`config.mk`:
```
export PLATFORM = sky130hd
export DESIGN_NAME = heartbeat_liveness_monitor_core
export DESIGN_NICKNAME = d
export VERILOG_FILES = /design/src/hw/rtl/hlm_pkg.sv /design/src/hw/rtl/hlm_front.sv /design/src/hw/rtl/hlm_back.sv /design/src/hw/rtl/heartbeat_liveness_monitor_core.sv
export SDC_FILE = /design/constraint.sdc
export NUM_CORES = 2
export LEC_CHECK = 0
export ABC_AREA = 1
export BUFFER_PORTS_ARGS = -buffer_cell sky130_fd_sc_hd__buf_4
export CAP_MARGIN = 20
export CORE_MARGIN = 2
export CORE_UTILIZATION = 35
export CTS_BUF_LIST = sky130_fd_sc_hd__clkbuf_8
export DETAILED_ROUTE_END_ITERATION = 10
export PLACE_DENSITY = 0.57
export SYNTH_ARGS = -nofsm -noshare
export SYNTH_HDL_FRONTEND = slang
export SYNTH_SLANG_ARGS = --single-unit
export TNS_END_PERCENT = 50
```
`constraint.sdc`:
```
create_clock -name clk -period 6.8 [get_ports clk]
set_input_delay 1.36 -clock clk [delete_from_list [all_inputs] [get_ports clk]]
set_output_delay 1.36 -clock clk [all_outputs]
set_load 0.05 [all_outputs]
```
`src/hw/rtl/hlm_pkg.sv`:
```
// ============================================================================
// hlm_pkg: shared types and constants of the heartbeat liveness monitor
// Node table size, opcodes, event codes, register map and the command
// record that goes from the front end to the back end.
// ============================================================================
package hlm_pkg;

    // Table size and derived widths
    localparam int NODES     = 32;
    localparam int NODE_W    = (NODES > 1) ? $clog2(NODES) : 1;
    localparam int ACT_W     = $clog2(NODES + 1);
    localparam int EV_NODE_W = 5;
    localparam int ADDR_W    = 32;
    localparam int CNT_W     = 8;

    // Command queue between front and back
    localparam int QDEPTH = 2;
    localparam int QPTR_W = $clog2(QDEPTH);
    localparam int QCNT_W = $clog2(QDEPTH + 1);

    // Opcodes
    typedef logic [1:0] op_t;
    localparam op_t OP_TICK = 2'd0;
    localparam op_t OP_MSG  = 2'd1;
    localparam op_t OP_DEAD = 2'd2;
    localparam op_t OP_LOAD = 2'd3;

    // Event codes
    localparam logic EV_NEW  = 1'b0;
    localparam logic EV_LOST = 1'b1;

    // Register map (index = paddr[2])
    localparam logic REG_DEAD_LIMIT = 1'b0;
    localparam logic REG_NODE_COUNT = 1'b1;

    localparam logic [7:0] DEAD_LIMIT_RST = 8'd10;
    localparam logic [5:0] NODE_COUNT_RST = 6'd32;
    localparam logic [CNT_W-1:0] MISS_MAX = 8'hFF;

    // Classified command
    typedef struct packed {
        op_t               op;
        logic [ADDR_W-1:0] addr;
        logic              addr_nz;
        logic [NODE_W-1:0] idx;
        logic              node_ok;   // node < NODES
        logic              close;     // close notice, else info
    } cmd_t;

    // Live configuration
    typedef struct packed {
        logic [7:0] dead_limit;
        logic [5:0] node_count;
    } cfg_t;

    function automatic logic [EV_NODE_W-1:0] to_ev_node(input logic [NODE_W-1:0] n);
        logic [31:0] w;
        begin
            w = 32'(n);
            return w[EV_NODE_W-1:0];
        end
    endfunction

endpackage

```
`src/hw/rtl/hlm_front.sv`:
```
// ============================================================================
// hlm_front: input acceptance, classification and command queue
// Decodes each accepted item into a command record and holds it in a
// short FIFO until the back end pops it.
// ============================================================================
module hlm_front
    import hlm_pkg::*;
(
    input  logic              clk,
    input  logic              rst_n,
    input  logic              item_valid,
    output logic              item_stall,
    input  logic [1:0]        op,
    input  logic [31:0]       src_addr,
    input  logic [7:0]        node,
    input  logic              msg_kind,
    output logic              head_valid,
    output cmd_t              head,
    input  logic              pop
);

    cmd_t              q_reg [QDEPTH];
    logic [QPTR_W-1:0] wr_ptr_reg, wr_ptr_next;
    logic [QPTR_W-1:0] rd_ptr_reg, rd_ptr_next;
    logic [QCNT_W-1:0] cnt_reg, cnt_next;
    cmd_t              cmd_in;
    logic              push;
    logic              do_pop;

    // classify
    always_comb
    begin
        cmd_in.op      = op;
        cmd_in.addr    = src_addr;
        cmd_in.addr_nz = |src_addr;
        cmd_in.idx     = node[NODE_W-1:0];
        cmd_in.node_ok = (32'(node) < NODES);
        cmd_in.close   = msg_kind;
    end

    assign item_stall = (32'(cnt_reg) == QDEPTH);
    assign push       = item_valid && !item_stall;
    assign head_valid = (cnt_reg != '0);
    assign do_pop     = pop && head_valid;
    assign head       = q_reg[rd_ptr_reg];

    always_comb
    begin
        wr_ptr_next = wr_ptr_reg;
        rd_ptr_next = rd_ptr_reg;
        cnt_next    = cnt_reg;
        if (push)
        begin
            wr_ptr_next = (32'(wr_ptr_reg) == QDEPTH - 1) ? '0 : wr_ptr_reg + 1'b1;
        end
        if (do_pop)
        begin
            rd_ptr_next = (32'(rd_ptr_reg) == QDEPTH - 1) ? '0 : rd_ptr_reg + 1'b1;
        end
        if (push && !do_pop)
        begin
            cnt_next = cnt_reg + 1'b1;
        end
        else if (do_pop && !push)
        begin
            cnt_next = cnt_reg - 1'b1;
        end
    end

    always_ff @(posedge clk or negedge rst_n)
    begin
        if (!rst_n)
        begin
            wr_ptr_reg <= '0;
            rd_ptr_reg <= '0;
            cnt_reg    <= '0;
        end
        else
        begin
            wr_ptr_reg <= wr_ptr_next;
            rd_ptr_reg <= rd_ptr_next;
            cnt_reg    <= cnt_next;
        end
    end

    always_ff @(posedge clk)
    begin
        if (push)
        begin
            q_reg[wr_ptr_reg] <= cmd_in;
        end
    end

endmodule

```
`src/hw/rtl/hlm_back.sv`:
```
// ============================================================================
// hlm_back: command execution and node state
// Holds the host address table and per-node liveness state, matches
// message addresses, walks the active nodes on a tick and drives the
// event output register.
// ============================================================================
module hlm_back
    import hlm_pkg::*;
(
    input  logic                 clk,
    input  logic                 rst_n,
    input  cfg_t                 cfg,
    input  logic                 head_valid,
    input  cmd_t                 head,
    output logic                 pop,
    output logic                 event_valid,
    input  logic                 event_stall,
    output logic                 event_kind,
    output logic [EV_NODE_W-1:0] event_node,
    output logic                 last_event
);

    localparam logic [1:0] ST_IDLE   = 2'd0;
    localparam logic [1:0] ST_DECIDE = 2'd1;
    localparam logic [1:0] ST_WALK   = 2'd2;
    localparam logic [1:0] ST_FLUSH  = 2'd3;

    logic [1:0]        state_reg, state_next;
    cmd_t              cmd_reg, cmd_next;
    logic [NODES-1:0]  match_reg, match_next;
    logic [NODE_W-1:0] idx_reg, idx_next;
    logic              pend_valid_reg, pend_valid_next;
    logic [NODE_W-1:0] pend_node_reg, pend_node_next;

    // node state
    logic [ADDR_W-1:0] host_addr_reg [NODES];
    logic [NODES-1:0]  host_valid_reg;
    logic [NODES-1:0]  up_reg;
    logic [NODES-1:0]  pinged_reg;
    logic [CNT_W-1:0]  miss_reg [NODES];

    // output register
    logic                 ev_valid_reg;
    logic                 ev_kind_reg;
    logic [EV_NODE_W-1:0] ev_node_reg;
    logic                 ev_last_reg;

    // write controls
    logic                 host_we;
    logic                 up_we, up_val;
    logic [NODE_W-1:0]    up_idx;
    logic                 miss_we;
    logic [NODE_W-1:0]    miss_idx;
    logic [CNT_W-1:0]     miss_val;
    logic                 ping_set, ping_clr_all;
    logic                 ev_load, ev_kind_d, ev_last_d;
    logic [EV_NODE_W-1:0] ev_node_d;

    logic [ACT_W-1:0]  act;
    logic              out_free;
    logic [NODES-1:0]  head_match;
    logic [NODES-1:0]  low_mask;
    logic              hit;
    logic              walk_last;
    logic [CNT_W-1:0]  cnt_cur, cnt_inc;
    logic              walk_lost;

    assign act = (32'(cfg.node_count) > NODES) ? ACT_W'(NODES) : ACT_W'(cfg.node_count);
    assign out_free = !ev_valid_reg || !event_stall;

    // parallel address compare
    always_comb
    begin
        for (int i = 0; i < NODES; i++)
        begin
            head_match[i] = host_valid_reg[i] && head.addr_nz && (host_addr_reg[i] == head.addr);
        end
    end

    // lowest match must be the claimed node
    assign low_mask = (NODES'(1) << cmd_reg.idx) - NODES'(1);
    assign hit = cmd_reg.node_ok && match_reg[cmd_reg.idx] && ((match_reg & low_mask) == '0);

    // tick walk
    assign walk_last = (32'(idx_reg) + 1 == 32'(act));
    assign cnt_cur   = miss_reg[idx_reg];
    assign cnt_inc   = (!pinged_reg[idx_reg] && cnt_cur != MISS_MAX) ? cnt_cur + 1'b1 : cnt_cur;
    assign walk_lost = up_reg[idx_reg] && (cnt_inc > cfg.dead_limit);

    always_comb
    begin
        state_next      = state_reg;
        cmd_next        = cmd_reg;
        match_next      = match_reg;
        idx_next        = idx_reg;
        pend_valid_next = pend_valid_reg;
        pend_node_next  = pend_node_reg;
        pop             = 1'b0;
        host_we         = 1'b0;
        up_we           = 1'b0;
        up_val          = 1'b0;
        up_idx          = cmd_reg.idx;
        miss_we         = 1'b0;
        miss_idx        = cmd_reg.idx;
        miss_val        = '0;
        ping_set        = 1'b0;
        ping_clr_all    = 1'b0;
        ev_load         = 1'b0;
        ev_kind_d       = EV_LOST;
        ev_node_d       = to_ev_node(cmd_reg.idx);
        ev_last_d       = 1'b1;

        unique case (state_reg)
            ST_IDLE:
            begin
                if (head_valid)
                begin
                    pop      = 1'b1;
                    cmd_next = head;
                    case (head.op)
                        OP_TICK:
                        begin
                            idx_next   = '0;
                            state_next = (act == '0) ? ST_FLUSH : ST_WALK;
                        end
                        OP_MSG:
                        begin
                            match_next = head_match;
                            state_next = ST_DECIDE;
                        end
                        OP_DEAD:
                        begin
                            if (head.node_ok && (32'(head.idx) < 32'(act)))
                            begin
                                up_we  = 1'b1;
                                up_idx = head.idx;
                                up_val = 1'b0;
                            end
                        end
                        default:
                        begin
                            host_we = head.node_ok && head.addr_nz;
                        end
                    endcase
                end
            end

            ST_DECIDE:
            begin
                if (!hit)
                begin
                    state_next = ST_IDLE;
                end
                else if (cmd_reg.close)
                begin
                    if (out_free)
                    begin
                        up_we      = 1'b1;
                        up_val     = 1'b0;
                        ev_load    = 1'b1;
                        ev_kind_d  = EV_LOST;
                        state_next = ST_IDLE;
                    end
                end
                else if (up_reg[cmd_reg.idx] || out_free)
                begin
                    miss_we    = 1'b1;
                    miss_val   = '0;
                    ping_set   = 1'b1;
                    up_we      = 1'b1;
                    up_val     = 1'b1;
                    ev_load    = !up_reg[cmd_reg.idx];
                    ev_kind_d  = EV_NEW;
                    state_next = ST_IDLE;
                end
            end

            ST_WALK:
            begin
                // a held lost event leaves with last clear once a newer one appears
                if (!(walk_lost && pend_valid_reg) || out_free)
                begin
                    miss_we  = up_reg[idx_reg];
                    miss_idx = idx_reg;
                    miss_val = cnt_inc;
                    if (walk_lost)
                    begin
                        up_we           = 1'b1;
                        up_idx          = idx_reg;
                        up_val          = 1'b0;
                        ev_load         = pend_valid_reg;
                        ev_kind_d       = EV_LOST;
                        ev_node_d       = to_ev_node(pend_node_reg);
                        ev_last_d       = 1'b0;
                        pend_valid_next = 1'b1;
                        pend_node_next  = idx_reg;
                    end
                    idx_next = idx_reg + 1'b1;
                    if (walk_last)
                    begin
                        state_next = ST_FLUSH;
                    end
                end
            end

            ST_FLUSH:
            begin
                if (!pend_valid_reg || out_free)
                begin
                    ev_load         = pend_valid_reg;
                    ev_kind_d       = EV_LOST;
                    ev_node_d       = to_ev_node(pend_node_reg);
                    ev_last_d       = 1'b1;
                    pend_valid_next = 1'b0;
                    ping_clr_all    = 1'b1;
                    state_next      = ST_IDLE;
                end
            end

            default:
            begin
                state_next = ST_IDLE;
            end
        endcase
    end

    always_ff @(posedge clk or negedge rst_n)
    begin
        if (!rst_n)
        begin
            state_reg      <= ST_IDLE;
            pend_valid_reg <= 1'b0;
            ev_valid_reg   <= 1'b0;
            host_valid_reg <= '0;
            up_reg         <= '0;
            pinged_reg     <= '0;
            for (int i = 0; i < NODES; i++)
            begin
                miss_reg[i] <= '0;
            end
        end
        else
        begin
            state_reg      <= state_next;
            pend_valid_reg <= pend_valid_next;
            if (ev_load)
            begin
                ev_valid_reg <= 1'b1;
            end
            else if (!event_stall)
            begin
                ev_valid_reg <= 1'b0;
            end
            if (host_we)
            begin
                host_valid_reg[cmd_next.idx] <= 1'b1;
            end
            if (up_we)
            begin
                up_reg[up_idx] <= up_val;
            end
            if (ping_clr_all)
            begin
                pinged_reg <= '0;
            end
            else if (ping_set)
            begin
                pinged_reg[cmd_reg.idx] <= 1'b1;
            end
            if (miss_we)
            begin
                miss_reg[miss_idx] <= miss_val;
            end
        end
    end

    always_ff @(posedge clk)
    begin
        cmd_reg       <= cmd_next;
        match_reg     <= match_next;
        idx_reg       <= idx_next;
        pend_node_reg <= pend_node_next;
        if (host_we)
        begin
            host_addr_reg[cmd_next.idx] <= cmd_next.addr;
        end
        if (ev_load)
        begin
            ev_kind_reg <= ev_kind_d;
            ev_node_reg <= ev_node_d;
            ev_last_reg <= ev_last_d;
        end
    end

    assign event_valid = ev_valid_reg;
    assign event_kind  = ev_kind_reg;
    assign event_node  = ev_node_reg;
    assign last_event  = ev_last_reg;

    // the walk index never passes the active count
    a_walk_range: assert property (@(posedge clk) disable iff (!rst_n)
        state_reg == ST_WALK |-> 32'(idx_reg) < 32'(act))
        else $error("walk index beyond active nodes");

    // a held event exists only while a tick is in progress
    a_pend_scope: assert property (@(posedge clk) disable iff (!rst_n)
        pend_valid_reg |-> (state_reg == ST_WALK || state_reg == ST_FLUSH))
        else $error("pending event outside tick");

    // finishing a tick clears every pinged bit and returns to idle
    a_tick_done: assert property (@(posedge clk) disable iff (!rst_n)
        (state_reg == ST_FLUSH && (!pend_valid_reg || out_free))
            |=> (pinged_reg == '0 && state_reg == ST_IDLE))
        else $error("tick end did not clear pinged bits");

    // commands are popped only when idle
    a_pop_idle: assert property (@(posedge clk) disable iff (!rst_n)
        pop |-> (state_reg == ST_IDLE && head_valid))
        else $error("pop outside idle");

    // a loaded event never overwrites one still waiting at the output
    a_no_overrun: assert property (@(posedge clk) disable iff (!rst_n)
        ev_load |-> out_free)
        else $error("event register overrun");

endmodule

```
`src/hw/rtl/heartbeat_liveness_monitor_core.sv`:
```
// ============================================================================
// heartbeat_liveness_monitor_core: cluster node liveness tracker
// Each accepted item is one of: tick (timeout period), received heartbeat
// message, declare node dead, or load a node's host address. Items enter a
// two-entry command queue, so until it fills the input keeps flowing while
// the executing side works or waits on a stalled output. Load and
// declare-dead retire as they are popped. A message first has the parallel
// compare of its source address against all 32 table entries registered,
// then a check that the lowest match is the claimed node and an update of
// that node; a new or lost event, if any, is then placed in the output
// register. A tick walks the active nodes, min(node_count, 32) of them,
// one per cycle unless a lost event backs up at a stalled output. Every
// event carries last_event set on the final event of its item; items that
// cause no event produce no transfer. There is no clearing pass after
// reset. Registers: dead_limit at byte address 0 (reset 10), node_count at
// byte address 4 (reset 32); write them only while the block is idle.
// ============================================================================
module heartbeat_liveness_monitor_core
    import hlm_pkg::*;
(
    input  logic                 clk,
    input  logic                 rst_n,

    // item channel
    input  logic                 item_valid,
    output logic                 item_stall,
    input  logic [1:0]           op,
    input  logic [31:0]          src_addr,
    input  logic [7:0]           node,
    input  logic                 msg_kind,

    // event channel
    output logic                 event_valid,
    input  logic                 event_stall,
    output logic                 event_kind,
    output logic [EV_NODE_W-1:0] event_node,
    output logic                 last_event,

    // configuration port
    input  logic                 psel,
    input  logic                 penable,
    input  logic                 pwrite,
    input  logic [2:0]           paddr,
    input  logic [31:0]          pwdata,
    output logic [31:0]          prdata,
    output logic                 pready
);

    logic [7:0] dead_limit_reg;
    logic [5:0] node_count_reg;
    cfg_t       cfg;
    logic       cfg_wr;
    logic       head_valid;
    cmd_t       head;
    logic       pop;

    // --------------------------------------------------------------------
    // Configuration registers. No wait states; index is paddr[2].
    // --------------------------------------------------------------------
    assign pready = 1'b1;
    assign cfg_wr = psel && penable && pwrite && pready;

    always_ff @(posedge clk or negedge rst_n)
    begin
        if (!rst_n)
        begin
            dead_limit_reg <= DEAD_LIMIT_RST;
            node_count_reg <= NODE_COUNT_RST;
        end
        else if (cfg_wr)
        begin
            unique case (paddr[2])
                REG_DEAD_LIMIT: dead_limit_reg <= pwdata[7:0];
                REG_NODE_COUNT: node_count_reg <= pwdata[5:0];
                default:        dead_limit_reg <= dead_limit_reg;
            endcase
        end
    end

    always_comb
    begin
        unique case (paddr[2])
            REG_DEAD_LIMIT: prdata = 32'(dead_limit_reg);
            REG_NODE_COUNT: prdata = 32'(node_count_reg);
            default:        prdata = '0;
        endcase
    end

    assign cfg.dead_limit = dead_limit_reg;
    assign cfg.node_count = node_count_reg;

    // --------------------------------------------------------------------
    // Front end: accept, classify, queue
    // --------------------------------------------------------------------
    hlm_front u_front (
        .clk        (clk),
        .rst_n      (rst_n),
        .item_valid (item_valid),
        .item_stall (item_stall),
        .op         (op),
        .src_addr   (src_addr),
        .node       (node),
        .msg_kind   (msg_kind),
        .head_valid (head_valid),
        .head       (head),
        .pop        (pop)
    );

    // --------------------------------------------------------------------
    // Back end: node table, tick walk, event output register
    // --------------------------------------------------------------------
    hlm_back u_back (
        .clk         (clk),
        .rst_n       (rst_n),
        .cfg         (cfg),
        .head_valid  (head_valid),
        .head        (head),
        .pop         (pop),
        .event_valid (event_valid),
        .event_stall (event_stall),
        .event_kind  (event_kind),
        .event_node  (event_node),
        .last_event  (last_event)
    );

endmodule
```
==> out/metrics.csv <==
metric;value;unit
clock_latency;1.04;ns
ys_seq_area_share;63.0;%
drive_gt1_share;15.9;%
clock_sinks;1570;
holdBufCountCts;0;
final_core_util;40.0;%
initial_utilization;35.2;%
avgViaCountPerCell;5.64;
grt_pass1_vias;51159;
crit_family;simple AND/OR/NAND/NOR gates;
crit_required;7.66;ns
hp-class;primary input to asynchronous set/reset pin;
fin_worst_skew;0.0709;ns
drv_cap;0;
peakVddDrop;0.000304;V
pin_count;127;
finalSetupViolCount;0;
final-hold-violation-count;0;
path_class;flip-flop to flip-flop;
totalWireLength;254;mm
synth_enable_flop_cells;1159;
grt_antenna_before_repair;18;
dr.pass1.iters;7;
seq_area;44900;sq um
vias;54631;
synth_ff_type;edfxtp_1;
gp_congestion;0.922;
clk_pin_slew;0.07;ns
setup_ws;0.624;ns
relSlewSlack;16.2;%
cp.arrival;7.03;ns
die_h;455;microns
portBuffers;75;
fin_crit_sh;90.8;%
cts_htree_levels;5;
critPathBufInv;5;
cts_root_buf;clkbuf_8;
power-per-cell-area;503;nW/um^2
netlist_area;71300;sq um
numCtsBuffers;274;
worst_path_max_delay_cell;edfxtp_1;
async_flop_share;23.8;%
leakage;30.2;nW
grt.total_usage;23.9;%
whs;0.445;ns
grt_max_degree;141;
fp-row-count;165;
worstSetupEndpointType;flip-flop;
ant_nets;0;
path_common_cell;nand2_1;
clk_path_buf_depth;4;
slowest_delay;0.53;ns
crit_fanout;33;
placeableCoreArea;202000;sq um
die_area;207000;sq um
worstMarginPinSlew;1.25;ns
area_growth;13.5;%
ys_ff_latch;1570;
fin_nets;6931;
drtIter0Drc;7274;
syn_inst;6641;
multi_input_area;24400;sq um
die_x;455;microns
grt_pass1_wl;360;mm
final_cell_mix;nand2_1, edfxtp_1, o21ai_0;
post_cts.repair.setup_buffers;0;
fmax;162;MHz
rsz0062_at_grt;no;
period_needed;6.18;ns
final_common_cell;nand2_1;
synth.distinct_cells;67;
largest_register_ffs;1024;
cts_tree;yes;
detailedPlace.worstSlack;0.620;ns
power.total;0.0407;W
wl_per_cell;26.2;microns
drc;0;
fillers;19492;
dp_hpwl;151;mm
outcome;finished, final reports clean;
gr-total-overflow;0;
tns;0;ns
yosys_warnings;0;
maxSlewViolCount;0;
syn_area_per_cell;10.7;sq um
critPathLaunchType;flip-flop;
cts_resized;0;
==> worst register-to-register path, delay by kind of cell (launching register included) <==
family | cells | cell delay (ns)
AO/OA/AOI/OAI | 7 | 1.03
adder cells (fa/ha/maj) | 1 | 0.31
buffers and inverters | 5 | 1.26
flip-flops | 1 | 0.53
AND/OR/NAND/NOR | 19 | 2.88
==> path summary, 6_finish.rpt <==
path	start	to	slack [ns]	cells past startpoint
min in group clk	u_back.host_valid_reg[17]$_DFFE_PN0P_	u_back.host_valid_reg[17]$_DFFE_PN0P_	0.46	2
max in group asynchronous	rst_n	u_back.miss_reg[120]$_DFFE_PN0P_	4.86	2
min reg2reg	u_back.host_valid_reg[17]$_DFFE_PN0P_	u_back.host_valid_reg[17]$_DFFE_PN0P_	0.46	2
max	u_back.idx_reg[0]$_SDFFCE_PN0P_	u_back.miss_reg[214]$_DFFE_PN0P_	0.62	32
min	rst_n	node_count_reg[3]$_DFFE_PN0P_	0.44	1
max reg2reg	u_back.idx_reg[0]$_SDFFCE_PN0P_	u_back.miss_reg[214]$_DFFE_PN0P_	0.62	32
==> cells in the mapped netlist (103+ instances only) <==
| cell type | count | area, sq um |
|---|---|---|
| edfxtp_1 | 1159 | 34800 |
| a21oi_1 | 103 | 515 |
| nand2_1 | 1531 | 5750 |
| inv_1 | 218 | 818 |
| xor2_1 | 141 | 1230 |
| a221oi_1 | 140 | 1230 |
| o21ai_0 | 443 | 2220 |
| o22ai_1 | 144 | 901 |
| buf_2 | 130 | 651 |
| dfrtp_1 | 371 | 9280 |
| xnor2_1 | 128 | 1120 |
| nand3_1 | 411 | 2060 |
| or2_2 | 285 | 1780 |
| nor2_1 | 426 | 1600 |
| o21ai_1 | 149 | 746 |
| clkbuf_1 | 168 | 631 |
==> power by group <==
group / leakage, nW / internal [W] / switching, W
Combinational: 11.3 / 0.00427 / 0.0151
Clock: 2.88 / 0.00414 / 0.00393
Sequential: 16.0 / 0.0129 / 0.000389
==> cell families after synthesis <==
family          synth area share [%]
other cells                   0.0105
fa+ha+maj                      0.368
buf+inv                         3.87
flops                           63.0
compound gates                  10.5
simple gates                    19.0
xor+xnor                        3.30
==> per-stage QoR <==
step                instances  instance area [sq um]
floorplan                6664                  71400
global placement         9211                  75900
detailed placement       9216                  76000
CTS                      9676                  80900
global route             9686                  81000
finish                   9692                  81000
==> cell type report <==
class / count / area share (%)
Inverter: 231 / 1.08
Clock buffer: 300 / 5.10
Tap cell: 2672 / 4.13
Sequential cell: 1570 / 55.5
Antenna cell: 11 / 0.0340
Timing Repair Buffer: 280 / 3.11
Clock inverter: 160 / 0.893
Multi-Input combinational cell: 4468 / 30.2
==> layer usage <==
metal  GRT usage, %  up-vias  routed length, microns
met3           5.43      645                   26600
met4           11.1        4                   12000
met2           37.6     3104                  115000
li1               -    23848                       -
met1           31.5    27030                  100000
met5              0        -                      20
No activity file was read; power rests on OpenSTA's default activity.
